<file path="src/rtl/mfd_pkg.sv">
// ----------------------------------------------------------------------------
// Max-flow DFS augmenting block: shared package
// Field widths, register and request codes, and the command and status
// bundles that pass between the controller and the datapath.
// ----------------------------------------------------------------------------
package mfd_pkg;

	// Fixed widths of the channel fields and the configuration port.
	localparam int NODE_W     = 5;
	localparam int CAP_IN_W   = 16;
	localparam int FLOW_W     = 20;
	localparam int CFG_IDX_W  = 2;
	localparam int CFG_DATA_W = 5;

	// Largest reported flow; larger totals saturate here.
	localparam logic [FLOW_W-1:0] FLOW_MAX = '1;

	// Request types.
	localparam logic REQ_EDGE = 1'b0;
	localparam logic REQ_RUN  = 1'b1;

	// Configuration register indexes.
	localparam logic [CFG_IDX_W-1:0] CFG_NODE_COUNT  = 2'd0;
	localparam logic [CFG_IDX_W-1:0] CFG_SOURCE_NODE = 2'd1;
	localparam logic [CFG_IDX_W-1:0] CFG_SINK_NODE   = 2'd2;

	// Commands from the controller to the datapath.
	typedef struct packed {
		logic clr_step;
		logic edge_wr;
		logic run_init;
		logic copy_step;
		logic srch_init;
		logic probe_rd;
		logic probe_chk;
		logic bt_rd;
		logic bt_apply;
		logic walk_init;
		logic par_rd;
		logic res_rd_pv;
		logic bn_upd;
		logic upd_fwd;
		logic upd_bwd;
		logic out_load;
	} mfd_cmd_t;

	// Status from the datapath to the controller.
	typedef struct packed {
		logic clr_last;
		logic copy_last;
		logic bad_run;
		logic cur_end;
		logic u_is_s;
		logic probe_hit;
		logic hit_sink;
		logic p_is_s;
	} mfd_sts_t;

endpackage

</file>
<file path="src/rtl/mfd_ctrl.sv">
// ----------------------------------------------------------------------------
// Max-flow controller
// Sequences the clearing pass, edge writes, residual copy, depth-first
// search, bottleneck walk, residual update and result hand-off.
// ----------------------------------------------------------------------------
module mfd_ctrl import mfd_pkg::*; (
	input  logic     clk,
	input  logic     arst_n,
	input  logic     in_valid,
	input  logic     in_req_type,
	input  logic     out_ready,
	input  mfd_sts_t sts,
	output logic     in_ready,
	output logic     out_valid,
	output mfd_cmd_t cmd
);

	typedef enum logic [15:0] {
		ST_CLR   = 16'h0001,
		ST_IDLE  = 16'h0002,
		ST_COPY  = 16'h0004,
		ST_SINIT = 16'h0008,
		ST_PRD   = 16'h0010,
		ST_PCHK  = 16'h0020,
		ST_BTAP  = 16'h0040,
		ST_WINIT = 16'h0080,
		ST_BRD   = 16'h0100,
		ST_BRES  = 16'h0200,
		ST_BMIN  = 16'h0400,
		ST_URD   = 16'h0800,
		ST_URES  = 16'h1000,
		ST_UFWD  = 16'h2000,
		ST_UBWD  = 16'h4000,
		ST_DONE  = 16'h8000
	} state_t;

	state_t state_q, state_d;
	logic   out_valid_q;
	logic   in_beat;

	assign in_ready  = (state_q == ST_IDLE);
	assign in_beat   = in_ready && in_valid;
	assign out_valid = out_valid_q;

	// Next state and commands.
	always_comb begin
		state_d = state_q;
		cmd     = '0;
		unique case (state_q)
			ST_CLR: begin
				cmd.clr_step = 1'b1;
				if (sts.clr_last) begin
					state_d = ST_IDLE;
				end
			end
			ST_IDLE: begin
				if (in_beat) begin
					if (in_req_type == REQ_EDGE) begin
						cmd.edge_wr = 1'b1;
					end else begin
						cmd.run_init = 1'b1;
						state_d = sts.bad_run ? ST_DONE : ST_COPY;
					end
				end
			end
			ST_COPY: begin
				cmd.copy_step = 1'b1;
				if (sts.copy_last) begin
					state_d = ST_SINIT;
				end
			end
			ST_SINIT: begin
				cmd.srch_init = 1'b1;
				state_d = ST_PRD;
			end
			ST_PRD: begin
				if (!sts.cur_end) begin
					cmd.probe_rd = 1'b1;
					state_d = ST_PCHK;
				end else if (sts.u_is_s) begin
					state_d = ST_DONE;
				end else begin
					cmd.bt_rd = 1'b1;
					state_d = ST_BTAP;
				end
			end
			ST_PCHK: begin
				cmd.probe_chk = 1'b1;
				state_d = (sts.probe_hit && sts.hit_sink) ? ST_WINIT : ST_PRD;
			end
			ST_BTAP: begin
				cmd.bt_apply = 1'b1;
				state_d = ST_PRD;
			end
			ST_WINIT: begin
				cmd.walk_init = 1'b1;
				state_d = ST_BRD;
			end
			ST_BRD: begin
				cmd.par_rd = 1'b1;
				state_d = ST_BRES;
			end
			ST_BRES: begin
				cmd.res_rd_pv = 1'b1;
				state_d = ST_BMIN;
			end
			ST_BMIN: begin
				cmd.bn_upd = 1'b1;
				state_d = sts.p_is_s ? ST_URD : ST_BRD;
			end
			ST_URD: begin
				cmd.par_rd = 1'b1;
				state_d = ST_URES;
			end
			ST_URES: begin
				cmd.res_rd_pv = 1'b1;
				state_d = ST_UFWD;
			end
			ST_UFWD: begin
				cmd.upd_fwd = 1'b1;
				state_d = ST_UBWD;
			end
			ST_UBWD: begin
				cmd.upd_bwd = 1'b1;
				state_d = sts.p_is_s ? ST_SINIT : ST_URD;
			end
			ST_DONE: begin
				if (!out_valid_q || out_ready) begin
					cmd.out_load = 1'b1;
					state_d = ST_IDLE;
				end
			end
			default: begin
				state_d = ST_CLR;
			end
		endcase
	end

	// State register and result valid flag.
	always_ff @(posedge clk or negedge arst_n) begin
		if (!arst_n) begin
			state_q     <= ST_CLR;
			out_valid_q <= 1'b0;
		end else begin
			state_q <= state_d;
			if (cmd.out_load) begin
				out_valid_q <= 1'b1;
			end else if (out_ready) begin
				out_valid_q <= 1'b0;
			end
		end
	end

endmodule

</file>
<file path="config.mk">
export PLATFORM = sky130hd
export DESIGN_NAME = mfd_ctrl
export DESIGN_NICKNAME = d
export VERILOG_FILES = /design/src/rtl/mfd_pkg.sv /design/src/rtl/mfd_ctrl.sv
export SDC_FILE = /design/constraint.sdc
export NUM_CORES = 1
export LEC_CHECK = 0
export ABC_AREA = 1
export BUFFER_PORTS_ARGS = -buffer_cell sky130_fd_sc_hd__buf_2
export CAP_MARGIN = 20
export CORE_MARGIN = 2
export CORE_UTILIZATION = 55
export DETAILED_ROUTE_END_ITERATION = 8
export GPL_ROUTABILITY_DRIVEN = 1
export PLACE_DENSITY = 0.82
export SLEW_MARGIN = 20
export SYNTH_ARGS = -nofsm -noshare
export SYNTH_HDL_FRONTEND = slang
export SYNTH_SLANG_ARGS = --single-unit
</file>
<file path="constraint.sdc">
create_clock -name clk -period 2.2 [get_ports clk]
set_input_delay 0.33 -clock clk [delete_from_list [all_inputs] [get_ports clk]]
set_output_delay 0.33 -clock clk [all_outputs]
set_load 0.02 [all_outputs]
</file>
==> flow_metrics.py <==
metrics = {
    "grt": {
        "grt_remaining_overflow": 0,
        "track_usage_pct": 24.0,
        "grt_max_degree": 18,
        "grt_pass1_wl_mm": 4.62,
        "antenna_found_initial": 0,
        "grt_pass1_vias": 1127,
    },
    "cts": {
        "clock-sinks": 17,
        "ctsHoldBuffers": 1,
        "cts_max_level": 1,
        "clk_pin_slew_worst_paths_ns": 0.11,
        "clk_latency_ns": 0.30,
        "numCtsBuffers": 3,
        "clk_path_buf_depth": 2,
        "root_buffer": "clkbuf_4",
        "ctsResizeCount": 0,
        "cts_setup_buffers": 0,
        "cts_tree": "yes",
    },
    "detailed_routing": {
        "drt-vias-per-instance": 4.85,
        "ant_nets": 0,
        "drtIter0Drc": 23,
        "drc": 0,
        "vias": 1120,
        "wl_per_cell_um": 10.9,
        "dr.pass1.iters": 4,
        "routed_wl_mm": 2.53,
    },
    "floorplan": {
        "num_io_pins": 31,
        "dieArea_um2": 2500,
        "initial_core_util_pct": 58.7,
        "coreArea_um2": 1980,
        "placementRows": 16,
        "die_w_um": 50.0,
        "die_y_um": 50.0,
    },
    "timing": {
        "fmax_mhz": 486,
        "setup-tns-final_ns": 0,
        "rsz0062_at_grt": "false",
        "finalCritPeriodShare_pct": 93.5,
        "finalHoldViolCount": 0,
        "timing.slew.headroom_pct": 74.2,
        "tightest_slew_ns": 0.387,
        "timing.final.ws_setup_ns": 0.142,
        "finClkSkew_ns": 0.0120,
        "finalSetupViolations": 0,
        "drv_slew": 0,
        "period_needed_ns": 2.06,
    },
    "placed_design": {
        "port_buffers": 30,
        "hpwl_mm": 2.07,
        "finalWeightedCongestion": 0.819,
        "dp_slack_ns": 0.473,
    },
    "final_layout": {
        "fillers": 182,
        "multi_input_area_um2": 594,
        "fin_nets": 218,
        "mostFrequentLayoutCells": "nand2_1 (36), inv_1 (35), buf_2 (30)",
        "final_common_cell": "nand2_1",
        "antenna_cells": 0,
        "drive_gt1_share_pct": 28.4,
        "syn2layout_area_growth_pct": 18.9,
        "register_area_um2": 427,
    },
    "worst_setup_path": {
        "cp.required_ns": 1.87,
        "cp-start-kind": "flip-flop",
        "worstSetupEndpointType": "primary output",
        "worstPathArrival_ns": 1.73,
        "crit_type": "flip-flop to primary output",
        "cp_max_fo": 9,
    },
    "synth": {
        "synth_ff_type": "dfrtp_1",
        "synth_fp_nets": 182,
        "synth-seq-cells": 17,
        "synth_area_um2": 1160,
        "syn_area_per_cell_um2": 6.89,
        "ys_warn_count": 0,
        "ys_seq_area_share_pct": 36.7,
        "synth_cells": 169,
        "synthDistinctLibCells": 24,
        "synthArstFlopShare_pct": 100,
        "synth-edff-count": 0,
    },
    "pwr": {
        "p_int_uw": 560,
        "power_frac_comb_pct": 42.8,
        "switching_share_pct": 41.5,
        "p_leak_uw": 0.000876,
        "power_uw": 959,
        "clkPwrFrac_pct": 18.2,
        "seqPwrFrac_pct": 39.0,
        "powerDensity_nw_per_um2": 693,
        "ir_drop_uv": 426,
        "p_sw_uw": 398,
    },
    "run": {
        "cap_violations": 0,
    },
    "status": {
        "outcome": "finished, final reports clean",
    },
    "min_path": {
        "hold_class": "input pin to flip-flop",
    },
}
metrics by stage:
step / cell area [um^2] / instances / hold WS, ns / util, %
finish: 1380 / 231 / 0.225 / 69.8
global route: 1380 / 231 / 0.213 / 69.8
CTS: 1380 / 231 / 0.210 / 69.8
detailed placement: 1350 / 226 / 0.278 / 68.0
global placement: 1350 / 226 / 0.269 / 68.0
floorplan: 1160 / 169 / 0.0344 / -
registers in the layout, indices dropped and copies added, names as in the netlist:
| register | flops |
|---|---|
| state_q | 16 |
| out_valid | 1 |
final cells by class:
class                           count  area share [%]
Multi-Input combinational cell    114            42.9
Sequential cell                    17            30.8
Timing Repair Buffer               31            11.6
Inverter                           38            10.3
Tap cell                           27            2.44
Clock buffer                        4            1.90
synth_stat cells (2+ instances only):
| cell | number | area, um^2 |
|---|---|---|
| nand2_1 | 36 | 135 |
| inv_1 | 35 | 131 |
| nor2_1 | 28 | 105 |
| nand3_1 | 17 | 85.1 |
| dfrtp_1 | 16 | 400 |
| nor2_2 | 8 | 50.1 |
| nand2_2 | 5 | 31.3 |
| nor3b_1 | 3 | 22.5 |
| inv_2 | 2 | 7.51 |
| nor2_4 | 2 | 22.5 |
| nor2_8 | 2 | 40.0 |
| nor3_1 | 2 | 10.0 |
| o21ai_0 | 2 | 10.0 |
cells by family after synthesis:
logic type	count (synthesis)	share of synthesized area, %
simple gates	108	48.0
buf+inv	38	12.3
flops	17	36.7
compound gates	6	3.12
path summary, 6_finish.rpt:
path	startpoint	end	slack (ns)	cells past startpoint
hold / removal	sts[3]	state_q[6]$_DFFE_PN0P_	0.23	2
setup reg to reg	state_q[0]$_DFFE_PN1P_	state_q[0]$_DFFE_PN1P_	0.68	8
hold reg to reg	state_q[1]$_DFFE_PN0P_	state_q[1]$_DFFE_PN0P_	0.55	2
setup / recovery	state_q[14]$_DFFE_PN0P_	cmd[8]	0.14	6
max in group asynchronous	arst_n	state_q[0]$_DFFE_PN1P_	1.43	2
min in group asynchronous	arst_n	state_q[2]$_DFFE_PN0P_	0.46	2
per-layer routing:
layer / routed length, um / part of all wire, % / GRT usage (%) / up-vias
met5: 0 / 0 / 0 / -
li1: - / - / - / 578
met1: 1060 / 42 / 26.5 / 508
met2: 1360 / 54 / 44.7 / 30
met4: 29 / 1.1 / 11.6 / 0
met3: 80 / 3.2 / 2.73 / 4
power by group through the flow:
stage / Clock (uW) / Combinational (uW) / Sequential (uW)
floorplan: 0 / 312 / 378
CTS: 178 / 411 / 374
global route: 189 / 467 / 377
detailed placement: 0 / 409 / 380
global placement: 0 / 399 / 379
finish: 174 / 410 / 374
critical path, cell delays in order (launching register included):
cell     delay (ns)
dfrtp_1        0.43
nor2_2         0.13
nand2_2        0.11
nor2_8         0.20
nand2_1        0.16
nor3b_1        0.20
buf_2          0.19
Power figures use the tool's default switching activity.
